[config.mk]
export PLATFORM = sky130hd
export DESIGN_NAME = mouse_packet_cursor_tracker_core
export DESIGN_NICKNAME = d
export VERILOG_FILES = /design/src/design/mpct_pkg.sv /design/src/design/mpct_front.sv /design/src/design/mpct_queue.sv /design/src/design/mpct_back.sv /design/src/design/mouse_packet_cursor_tracker_core.sv
export SDC_FILE = /design/constraint.sdc
export NUM_CORES = 1
export LEC_CHECK = 0
export BUFFER_PORTS_ARGS = -buffer_cell sky130_fd_sc_hd__buf_2
export CORE_MARGIN = 10
export CORE_UTILIZATION = 55
export DETAILED_ROUTE_END_ITERATION = 8
export GPL_ROUTABILITY_DRIVEN = 0
export GPL_TIMING_DRIVEN = 0
export PLACE_DENSITY = 0.86
export SYNTH_ARGS = -nofsm -noshare
export SYNTH_HDL_FRONTEND = slang
export SYNTH_SLANG_ARGS = --single-unit
[constraint.sdc]
create_clock -name clk -period 5.6 [get_ports clk]
set_input_delay 0 -clock clk [delete_from_list [all_inputs] [get_ports clk]]
set_output_delay 0 -clock clk [all_outputs]
set_load 0.02 [all_outputs]
[src/design/mpct_pkg.sv]
// Shared types and constants for the mouse packet cursor tracker.
package mpct_pkg;

  localparam int COORD_BITS_DEF = 12;
  localparam int QUEUE_DEPTH_DEF = 2;
  localparam int SIZE_BITS = 13;

  localparam logic [SIZE_BITS-1:0] WIDTH_RESET = 13'd1024;
  localparam logic [SIZE_BITS-1:0] HEIGHT_RESET = 13'd768;

  // Register byte addresses
  localparam logic [2:0] ADDR_SCREEN_WIDTH = 3'd0;
  localparam logic [2:0] ADDR_SCREEN_HEIGHT = 3'd4;

  // Bit of the header byte that marks a valid packet start
  localparam int HDR_SYNC_BIT = 3;

  typedef enum logic [2:0] {
    PH_HEAD = 3'b001,
    PH_XDAT = 3'b010,
    PH_YDAT = 3'b100
  } phase_t;

  // One assembled packet, as handed from front to back
  typedef struct packed {
    logic       btn_middle;
    logic       btn_right;
    logic       btn_left;
    logic [7:0] x_byte;
    logic [7:0] y_byte;
  } pkt_t;

  // Queue write control from the front: push request and the full flag it sees
  typedef struct packed {
    logic full;
    logic push;
  } q_ctl_t;

endpackage

[src/design/mpct_front.sv]
// Front end: byte phase tracking and packet assembly.
module mpct_front
  import mpct_pkg::*;
(
  input  logic       clk,
  input  logic       rst_n,
  input  logic       in_tvalid,
  output logic       in_tready,
  input  logic [7:0] in_tdata,
  input  logic       q_full,
  output q_ctl_t     q_ctl,
  output pkt_t       q_pkt
);

  phase_t     phase_r, phase_nxt;
  logic [2:0] btn_r;
  logic [7:0] xb_r;
  logic       accept;

  // Only the closing byte needs room in the queue
  assign in_tready = (phase_r != PH_YDAT) || !q_full;
  assign accept    = in_tvalid && in_tready;

  always_comb begin
    phase_nxt = phase_r;
    if (accept) begin
      case (phase_r)
        PH_HEAD: begin
          phase_nxt = in_tdata[HDR_SYNC_BIT] ? PH_XDAT : PH_HEAD;
        end
        PH_XDAT: begin
          phase_nxt = PH_YDAT;
        end
        PH_YDAT: begin
          phase_nxt = PH_HEAD;
        end
        default: begin
          phase_nxt = PH_HEAD;
        end
      endcase
    end
  end

  always_ff @(posedge clk) begin
    if (!rst_n) begin
      phase_r <= PH_HEAD;
    end else begin
      phase_r <= phase_nxt;
    end
  end

  always_ff @(posedge clk) begin
    if (accept && phase_r == PH_HEAD) begin
      btn_r <= in_tdata[2:0];
    end
    if (accept && phase_r == PH_XDAT) begin
      xb_r <= in_tdata;
    end
  end

  assign q_ctl.full = q_full;
  assign q_ctl.push = accept && (phase_r == PH_YDAT);

  assign q_pkt.btn_middle = btn_r[2];
  assign q_pkt.btn_right  = btn_r[1];
  assign q_pkt.btn_left   = btn_r[0];
  assign q_pkt.x_byte     = xb_r;
  assign q_pkt.y_byte     = in_tdata;

endmodule

[src/design/mpct_queue.sv]
// Short packet queue between front and back.
module mpct_queue
  import mpct_pkg::*;
#(
  parameter int DEPTH = QUEUE_DEPTH_DEF
) (
  input  logic   clk,
  input  logic   rst_n,
  input  q_ctl_t wr_ctl,
  input  pkt_t   wr_pkt,
  output logic   full,
  output logic   rd_valid,
  input  logic   rd_pop,
  output pkt_t   rd_pkt
);

  localparam int PW = $clog2(DEPTH);
  localparam int CW = $clog2(DEPTH + 1);
  localparam logic [PW-1:0] LAST = PW'(DEPTH - 1);

  pkt_t          mem_r [DEPTH];
  logic [PW-1:0] wp_r, rp_r;
  logic [CW-1:0] cnt_r;
  logic          do_wr, do_rd;

  assign full     = (cnt_r == CW'(DEPTH));
  assign rd_valid = (cnt_r != '0);
  assign do_wr    = wr_ctl.push && !wr_ctl.full;
  assign do_rd    = rd_pop && rd_valid;
  assign rd_pkt   = mem_r[rp_r];

  always_ff @(posedge clk) begin
    if (do_wr) begin
      mem_r[wp_r] <= wr_pkt;
    end
  end

  always_ff @(posedge clk) begin
    if (!rst_n) begin
      wp_r  <= '0;
      rp_r  <= '0;
      cnt_r <= '0;
    end else begin
      if (do_wr) begin
        wp_r <= (wp_r == LAST) ? '0 : wp_r + 1'b1;
      end
      if (do_rd) begin
        rp_r <= (rp_r == LAST) ? '0 : rp_r + 1'b1;
      end
      case ({do_wr, do_rd})
        2'b10:   cnt_r <= cnt_r + 1'b1;
        2'b01:   cnt_r <= cnt_r - 1'b1;
        default: cnt_r <= cnt_r;
      endcase
    end
  end

endmodule

[src/design/mpct_back.sv]
// Back end: cursor update, clamping and result register.
module mpct_back
  import mpct_pkg::*;
#(
  parameter int COORD_BITS = COORD_BITS_DEF
) (
  input  logic                  clk,
  input  logic                  rst_n,
  input  logic [SIZE_BITS-1:0]  screen_width,
  input  logic [SIZE_BITS-1:0]  screen_height,
  input  logic                  q_valid,
  input  pkt_t                  q_pkt,
  output logic                  q_pop,
  output logic                  out_valid,
  input  logic                  out_ready,
  output logic [COORD_BITS-1:0] pos_x,
  output logic [COORD_BITS-1:0] pos_y,
  output logic [2:0]            buttons
);

  localparam int LW = (COORD_BITS > SIZE_BITS) ? COORD_BITS : SIZE_BITS;
  localparam int SW = LW + 2;
  localparam logic [LW-1:0] CMAX = LW'((1 << COORD_BITS) - 1);

  logic                  valid_r;
  logic [COORD_BITS-1:0] x_r, y_r;
  logic [2:0]            btn_r;
  logic [LW-1:0]         lim_x, lim_y;
  logic signed [SW-1:0]  sum_x, sum_y;
  logic [COORD_BITS-1:0] x_nxt, y_nxt;

  function automatic logic [LW-1:0] limit_of(input logic [SIZE_BITS-1:0] size);
    logic [LW-1:0] lim;
    lim = (size == '0) ? '0 : LW'(size - 1'b1);
    return (lim > CMAX) ? CMAX : lim;
  endfunction

  function automatic logic [COORD_BITS-1:0] clamp(input logic signed [SW-1:0] v,
                                                  input logic [LW-1:0] lim);
    logic [COORD_BITS-1:0] res;
    if (v < 0) begin
      res = '0;
    end else if (v > $signed({2'b00, lim})) begin
      res = COORD_BITS'(lim);
    end else begin
      res = COORD_BITS'(v);
    end
    return res;
  endfunction

  assign lim_x = limit_of(screen_width);
  assign lim_y = limit_of(screen_height);

  // Y grows downward, so the mouse delta is subtracted
  assign sum_x = $signed(SW'(x_r)) + SW'($signed(q_pkt.x_byte));
  assign sum_y = $signed(SW'(y_r)) - SW'($signed(q_pkt.y_byte));
  assign x_nxt = clamp(sum_x, lim_x);
  assign y_nxt = clamp(sum_y, lim_y);

  assign q_pop = q_valid && (!valid_r || out_ready);

  always_ff @(posedge clk) begin
    if (!rst_n) begin
      valid_r <= 1'b0;
      x_r     <= '0;
      y_r     <= '0;
    end else if (q_pop) begin
      valid_r <= 1'b1;
      x_r     <= x_nxt;
      y_r     <= y_nxt;
    end else if (out_ready) begin
      valid_r <= 1'b0;
    end
  end

  always_ff @(posedge clk) begin
    if (q_pop) begin
      btn_r <= {q_pkt.btn_middle, q_pkt.btn_right, q_pkt.btn_left};
    end
  end

  assign out_valid = valid_r;
  assign pos_x     = x_r;
  assign pos_y     = y_r;
  assign buttons   = btn_r;

endmodule

[src/design/mouse_packet_cursor_tracker_core.sv]
// Top level of the mouse packet cursor tracker.
// Takes one received mouse byte per cycle on the in_ stream, unless a full
// queue holds back a packet's closing byte, and assembles 3-byte packets; a
// header byte without bit 3 set is dropped to regain sync. Each completed
// packet moves the cursor by the signed X delta and minus the signed Y delta,
// clamped to the screen limits held in the configuration registers, and
// yields one item on the out_ stream carrying the position and the three
// buttons. The front end tracks the byte phase in a register; the back end
// adds and clamps combinationally ahead of its result register. A completed
// packet passes through the packet queue between the two halves, which lets
// input keep flowing while the output is stalled, until the queue fills.
module mouse_packet_cursor_tracker_core
  import mpct_pkg::*;
#(
  parameter int COORD_BITS  = COORD_BITS_DEF,
  parameter int QUEUE_DEPTH = QUEUE_DEPTH_DEF
) (
  input  logic        clk,
  input  logic        rst_n,
  input  logic        in_tvalid,
  output logic        in_tready,
  input  logic [7:0]  in_tdata,   // [7:0] rx_byte
  output logic        out_tvalid,
  input  logic        out_tready,
  // out_tdata from bit 0: cursor_x, cursor_y, button_left, button_right,
  // button_middle, zero fill
  output logic [((2*COORD_BITS+3+7)/8)*8-1:0] out_tdata,
  input  logic        cfg_psel,
  input  logic        cfg_penable,
  input  logic        cfg_pwrite,
  input  logic [2:0]  cfg_paddr,
  input  logic [31:0] cfg_pwdata,
  output logic [31:0] cfg_prdata,
  output logic        cfg_pready
);

  localparam int OW = ((2*COORD_BITS+3+7)/8)*8;
  localparam int PADW = OW - (2*COORD_BITS+3);

  logic [SIZE_BITS-1:0]  width_r, height_r;
  logic                  cfg_wr;
  logic                  q_full, q_valid, q_pop;
  q_ctl_t                q_ctl;
  pkt_t                  wr_pkt, rd_pkt;
  logic [COORD_BITS-1:0] pos_x, pos_y;
  logic [2:0]            buttons;

  assign cfg_pready = 1'b1;
  assign cfg_wr     = cfg_psel && cfg_penable && cfg_pwrite && cfg_pready;

  always_ff @(posedge clk) begin
    if (!rst_n) begin
      width_r  <= WIDTH_RESET;
      height_r <= HEIGHT_RESET;
    end else if (cfg_wr) begin
      if (cfg_paddr == ADDR_SCREEN_WIDTH) begin
        width_r <= cfg_pwdata[SIZE_BITS-1:0];
      end
      if (cfg_paddr == ADDR_SCREEN_HEIGHT) begin
        height_r <= cfg_pwdata[SIZE_BITS-1:0];
      end
    end
  end

  always_comb begin
    case (cfg_paddr)
      ADDR_SCREEN_WIDTH:  cfg_prdata = 32'(width_r);
      ADDR_SCREEN_HEIGHT: cfg_prdata = 32'(height_r);
      default:            cfg_prdata = '0;
    endcase
  end

  mpct_front u_front (
    .clk       (clk),
    .rst_n     (rst_n),
    .in_tvalid (in_tvalid),
    .in_tready (in_tready),
    .in_tdata  (in_tdata),
    .q_full    (q_full),
    .q_ctl     (q_ctl),
    .q_pkt     (wr_pkt)
  );

  mpct_queue #(
    .DEPTH (QUEUE_DEPTH)
  ) u_queue (
    .clk      (clk),
    .rst_n    (rst_n),
    .wr_ctl   (q_ctl),
    .wr_pkt   (wr_pkt),
    .full     (q_full),
    .rd_valid (q_valid),
    .rd_pop   (q_pop),
    .rd_pkt   (rd_pkt)
  );

  mpct_back #(
    .COORD_BITS (COORD_BITS)
  ) u_back (
    .clk           (clk),
    .rst_n         (rst_n),
    .screen_width  (width_r),
    .screen_height (height_r),
    .q_valid       (q_valid),
    .q_pkt         (rd_pkt),
    .q_pop         (q_pop),
    .out_valid     (out_tvalid),
    .out_ready     (out_tready),
    .pos_x         (pos_x),
    .pos_y         (pos_y),
    .buttons       (buttons)
  );

  assign out_tdata = {{PADW{1'b0}}, buttons[2], buttons[1], buttons[0], pos_y, pos_x};

endmodule
==> results of run 1 <==
cell type report:
class | count | area [um^2]
Timing Repair Buffer | 94 | 596
Multi-Input combinational cell | 571 | 4070
Clock inverter | 7 | 111
Fill cell | 944 | 4250
Inverter | 36 | 135
Clock buffer | 9 | 225
Buffer | 52 | 322
Sequential cell | 111 | 2740
Tap cell | 172 | 215
metrics by stage:
stage / total power, uW / utilization [%] / cells
5_1_grt: 2620 / 66.4 / 1052
6_report: 2500 / 66.4 / 1052
3_3_place_gp: 1740 / 61.8 / 1012
4_1_cts: 2490 / 66.4 / 1052
3_5_place_dp: 1760 / 62.1 / 1015
2_1_floorplan: 1570 / - / 770
how the worst max path moves through the flow:
stage | startpoint | endpoint | slack (ps) | cells after the start
2_1_floorplan | register | u_back.pos_y[11] | 1230 | 19
3_3_place_gp | register | u_back.pos_y[0] | 660 | 20
3_5_place_dp | register | u_back.pos_y[11] | 640 | 19
4_1_cts | register | u_back.pos_y[0] | 570 | 20
5_1_grt | register | u_back.pos_y[5] | 140 | 19
6_report | register | u_back.pos_y[5] | 500 | 19
power by group:
group          total (uW)  internal, uW  switching [uW]  leakage (uW)
clock                 720           402             318      0.000165
sequential            916           885            31.4      0.000946
combinational         859           366             493       0.00259
logic make-up after synthesis:
kind of cell / synth area share [%]
xor gates and xnor gates: 3.91
adders and majority gates: 10.3
and+or+nand+nor: 15.6
buffers and inverters: 6.37
AOI/OAI and AO/OA: 16.7
muxes: 8.73
other: 0.105
DFF: 38.3
registers in the layout (all words and copies together), names as in the netlist, named ones only:
name and cells:
u_queue.mem_r 38, height_r 13, width_r 13, u_back.pos_x 12, u_back.pos_y 12, u_front.xb_r 8
u_back.buttons 3, u_front.btn_r 3, u_front.phase_r 3, u_queue.cnt_r 2, u_back.out_valid 1, u_queue.rp_r 1
u_queue.wp_r 1
synth_stat cells (4+ instances only):
master | number | area (um^2)
nand2_1 | 74 | 278
or3_1 | 5 | 31.3
nor2_1 | 49 | 184
buf_4 | 26 | 195
o21a_1 | 9 | 67.6
dfxtp_1 | 59 | 1180
a31oi_1 | 4 | 25.0
buf_2 | 5 | 25.0
nor2b_1 | 27 | 169
mux2i_1 | 43 | 430
nor3_1 | 14 | 70.1
o21ai_1 | 9 | 45.0
inv_1 | 36 | 135
mux2_2 | 16 | 180
xor2_1 | 13 | 114
a21oi_1 | 37 | 185
nand3_1 | 8 | 40.0
nand4_1 | 6 | 37.5
edfxtp_1 | 52 | 1560
ha_1 | 55 | 688
a22o_1 | 6 | 52.6
nand3b_1 | 5 | 37.5
a21o_1 | 17 | 128
o21ai_0 | 28 | 140
a31o_2 | 5 | 43.8
o31ai_1 | 4 | 30.0
xnor2_1 | 19 | 166
and2_1 | 6 | 37.5
nand2b_1 | 4 | 25.0
clkbuf_1 | 15 | 56.3
a21boi_0 | 15 | 113
a211oi_1 | 11 | 82.6
nor4_1 | 6 | 37.5
metal layers:
metal  routed length (um)  vias to the layer above
li1                     -                     2909
met1                 7450                     2783
met2                 8960                      211
met3                 1100                       33
met4                  352                        0
met5                    0                        -
worst max-delay path, cell delays in order (launching register included):
cell and delay (ps):
dfxtp_1 300, buf_2 280, buf_1 580, mux2_2 410, ha_1 210, fa_1 410, nor2b_1 180, o31a_1 240
o21a_1 180, o21a_1 150, nor2_1 80, ha_1 290, nand2_1 80, o21ai_0 90, a21o_1 190, a211oi_2 450
a21o_1 270, buf_2 280, mux2i_1 230, o21ai_0 90
repair_timing:
action                                  in CTS  in global routing
buffers inserted                             0                  0
endpoints found under the setup margin       0                  0
hold buffers                                21                  0
endpoints found under the hold margin       54                  0
==> out/results.ini, run 1 <==
[clock_tree]
clkLatencyLatePin_ps = 360
cts_sinks = 111
cts-root-buf = clkbuf_16
clk_pin_slew_ps = 80
cts_tree = yes
cts-buffers-inserted = 9
cts.htree.levels = 3
cts_resized = 0
ctsLongestPathBuffers = 2

[global_route]
grt.busiest_layer = met2
globalRouteOverflowTotal = 0
use_met3_pct = 4.03
grt_max_degree = 21
grt_pass1_vias = 5733
antenna_found_initial = 0
use_met1_pct = 23.9
grt_pass1_wl_um = 28700
met2_usage_pct = 33.8
grt_use_total_pct = 19.6

[detailed_routing]
wl_per_cell_um = 17.0
routed_wl_um = 17900
viasPerCell = 5.64
postRouteAntennaNets = 0
drt_iter0_drc = 501
drc = 0
firstDrtPassIters = 6
vias = 5936

[place]
io_buffers = 70
dp_slack_ps = 643
dpl_cell_area_um2 = 7870
dp_hpwl_um = 13200

[sta]
worst_pin_slew_ps = 797
fin_ws_ps = 498
period_share_pct = 91.1
maxSlewViolCount = 0
maxSlewHeadroom_pct = 46.2
rsz0062_at_grt = no
hold_viol = 0
setup_viol = 0
fmax_ghz = 0.196
fin_skew_ps = 8.22
setup-tns-final_ps = 0
holdWs_ps = 23.8
period_minus_slack_ps = 5100

[yosys]
ys_warn_count = 0
synth_seq_cells = 111
synth_edf_count = 52
syn-instance-count = 745
syn_area_um2 = 7170
async_flop_share_pct = 0
ys_types = 70
yosysSeqAreaShare_pct = 38.3
syn_area_per_cell_um2 = 9.62
ys.flop_type = dfxtp_1

[power_and_ir_drop]
irDropWorstVdd_v = 0.000371
power_density_nw_per_um2 = 296
p_leak_uw = 0.00371

[floorplanning]
initial_core_util_pct = 56.6
fp.dieH_um = 134
dieArea_um2 = 18000
std_cell_rows = 41
die_w_um = 134
ios = 117
core-area_um2 = 12700

[worst_setup_path]
reg2reg_slack_ps = 500
crit_arrival_ps = 5350
crit_path_end_kind = register
startpoint_type = register
rr_endpoint = u_back.pos_y[5]
critPathMaxFanout = 10
critical_path_class = register to register
cp.required_ps = 5850
worst-r2r-cell-count = 19

[job]
drv_cap = 0

[min_path]
hold_end = u_back.out_valid
worstHoldStart = out_tready
min_path_type = primary input to register
hold_path_depth = 3

[cells_and_area]
n_antenna_cell = 0
final_cell_mix = 76 x buf_2, 74 x nand2_1, 59 x dfxtp_1
drive_gt1_share_pct = 19.3
mostFrequentLayoutCell = buf_2
area.growth.synth_to_final_pct = 17.5
finish.net_count = 982
final_design_area_no_fill_um2 = 8420

[outcome]
status = completed

(Power assumes the default switching activity.)
==> run 2, diff against run 1 <==
Clock period 5.6 ns to 5.1 ns, I/O delays scaled along.
==> out/results.ini, run 2 (same netlist as run 1, synthesis figures left out) <==
[outcome]
status = completed

[min_path]
hold_path_depth = 3
min_path_type = primary input to register
hold_end = u_back.out_valid
worstHoldStart = out_tready

[floorplanning]
initial_core_util_pct = 56.6
std_cell_rows = 41
fp.dieH_um = 134
core-area_um2 = 12700
dieArea_um2 = 18000
ios = 117
die_w_um = 134

[cells_and_area]
final_cell_mix = 76 x buf_2, 74 x nand2_1, 59 x dfxtp_1
final_util_pct = 66.6
num-fill-cells = 942
seqCellArea_um2 = 2740
mostFrequentLayoutCell = buf_2
top_regs = u_queue.mem_r: 38 flops, height_r: 13 flops, width_r: 13 flops
drive_gt1_share_pct = 19.7
top_register = u_queue.mem_r
area.growth.synth_to_final_pct = 17.7
finish.net_count = 982
multi_input_area_um2 = 4090
n_antenna_cell = 0
largest_reg_flops = 38

[place]
dp_hpwl_um = 13200
io_buffers = 70

[global_route]
globalRouteOverflowTotal = 0
grt_max_degree = 21
grt_pass1_wl_um = 28700
grt_use_total_pct = 19.6
antenna_found_initial = 0
grt_pass1_vias = 5733

[sta]
setup_viol = 0
holdWs_ps = 24.8
maxSlewHeadroom_pct = 45.0
maxSlewViolCount = 0
fin_skew_ps = 8.09
hold_viol = 0
setup-tns-final_ps = 0
fmax_ghz = 0.211
rsz0062_at_grt = no
period_minus_slack_ps = 4740
period_share_pct = 92.9
worst_pin_slew_ps = 814

[worst_setup_path]
startpoint_type = register
critical_path_class = register to register
critPathMaxFanout = 10
reg2reg_slack_ps = 360
rr_endpoint = u_back.pos_y[11]
crit_arrival_ps = 5000
cp.required_ps = 5360
worst-r2r-cell-count = 19
crit_path_end_kind = register

[detailed_routing]
wl_per_cell_um = 17.1
routed_wl_um = 18000
drt_iter0_drc = 498
vias = 5929
firstDrtPassIters = 6
postRouteAntennaNets = 0
viasPerCell = 5.64
drc = 0

[clock_tree]
cts_tree = yes
clkLatencyLatePin_ps = 360
cts-root-buf = clkbuf_16
ctsLongestPathBuffers = 2
cts.htree.levels = 3
cts_sinks = 111
clk_pin_slew_ps = 80
cts-buffers-inserted = 9

[job]
drv_cap = 0

[power_and_ir_drop]
irDropWorstVdd_v = 0.000406
p_leak_uw = 0.00371
power_density_nw_per_um2 = 326

## run 2: cell count changes in the layout (fill, tap and decap cells not counted), sizes merged
cell	previous run	this run
buf	110	109
clkbuf	24	25
## run 2: how the worst max path moves through the flow
| stage | start | endpoint | slack [ps] |
|---|---|---|---|
| detailed placement | register | u_back.pos_y[11] | 140 |
| finish | register | u_back.pos_y[11] | 360 |
| global route | register | u_back.pos_x[7] | 20 |
| global placement | register | u_back.pos_y[0] | 160 |
| CTS | register | u_back.pos_y[0] | 70 |
| floorplan | register | u_back.pos_y[11] | 730 |
## run 2: stage by stage
stage / instances / power (uW) / area [um^2] / worst slack (ps)
floorplan: 770 / 1730 / 7260 / 728
global placement: 1012 / 1910 / 7830 / 164
detailed placement: 1015 / 1930 / 7870 / 143
CTS: 1052 / 2740 / 8420 / 68.9
global route: 1052 / 2890 / 8440 / 24.4
finish: 1052 / 2750 / 8440 / 363
## run 2: cell type report
| class | count | area share, % |
|---|---|---|
| Buffer | 52 | 3.86 |
| Clock buffer | 9 | 2.67 |
| Clock inverter | 7 | 1.32 |
| Inverter | 36 | 1.60 |
| Multi-Input combinational cell | 571 | 48.4 |
| Sequential cell | 111 | 32.5 |
| Tap cell | 172 | 2.55 |
| Timing Repair Buffer | 94 | 7.06 |
## run 2: what timing repair did
| item | 4_1_cts | 5_1_grt |
|---|---|---|
| endpoints found under the hold margin | 54 | 0 |
| buffers inserted | 0 | 0 |
| resized for setup | 0 | 6 |
| setup endpoints to repair | 0 | 19 |
| hold buffers | 21 | 0 |
## run 2: worst max-delay path, cell delays in order, from the launching register on
cell      delay, ps
dfxtp_1         300
buf_2           280
clkbuf_4        320
mux2_2          350
ha_1            210
fa_1            410
nor2b_1         170
o31a_1          230
o21a_1          170
o21a_1          160
nor2_1           90
ha_1            290
nand2_1          80
o21ai_0          90
a21o_1          210
a211oi_4        380
a21o_1          260
buf_2           280
o41ai_1         110
a31o_2          220
## run 2: layer usage
metal  share of wire, %  GRT usage, %  up-vias  wire length [um]
met5                  0             0        -                 0
li1                   -             -     2899                 -
met3                6.4          4.03       32              1150
met2                 50          33.8      221              9020
met1                 42          23.9     2777              7490
met4                2.0          6.23        0               361
## run 2: power by group
part / total, uW / internal [uW] / switching (uW)
sequential: 1010 / 971 / 34.6
clock: 792 / 442 / 351
combinational: 955 / 408 / 547
total: 2750 / 1820 / 932
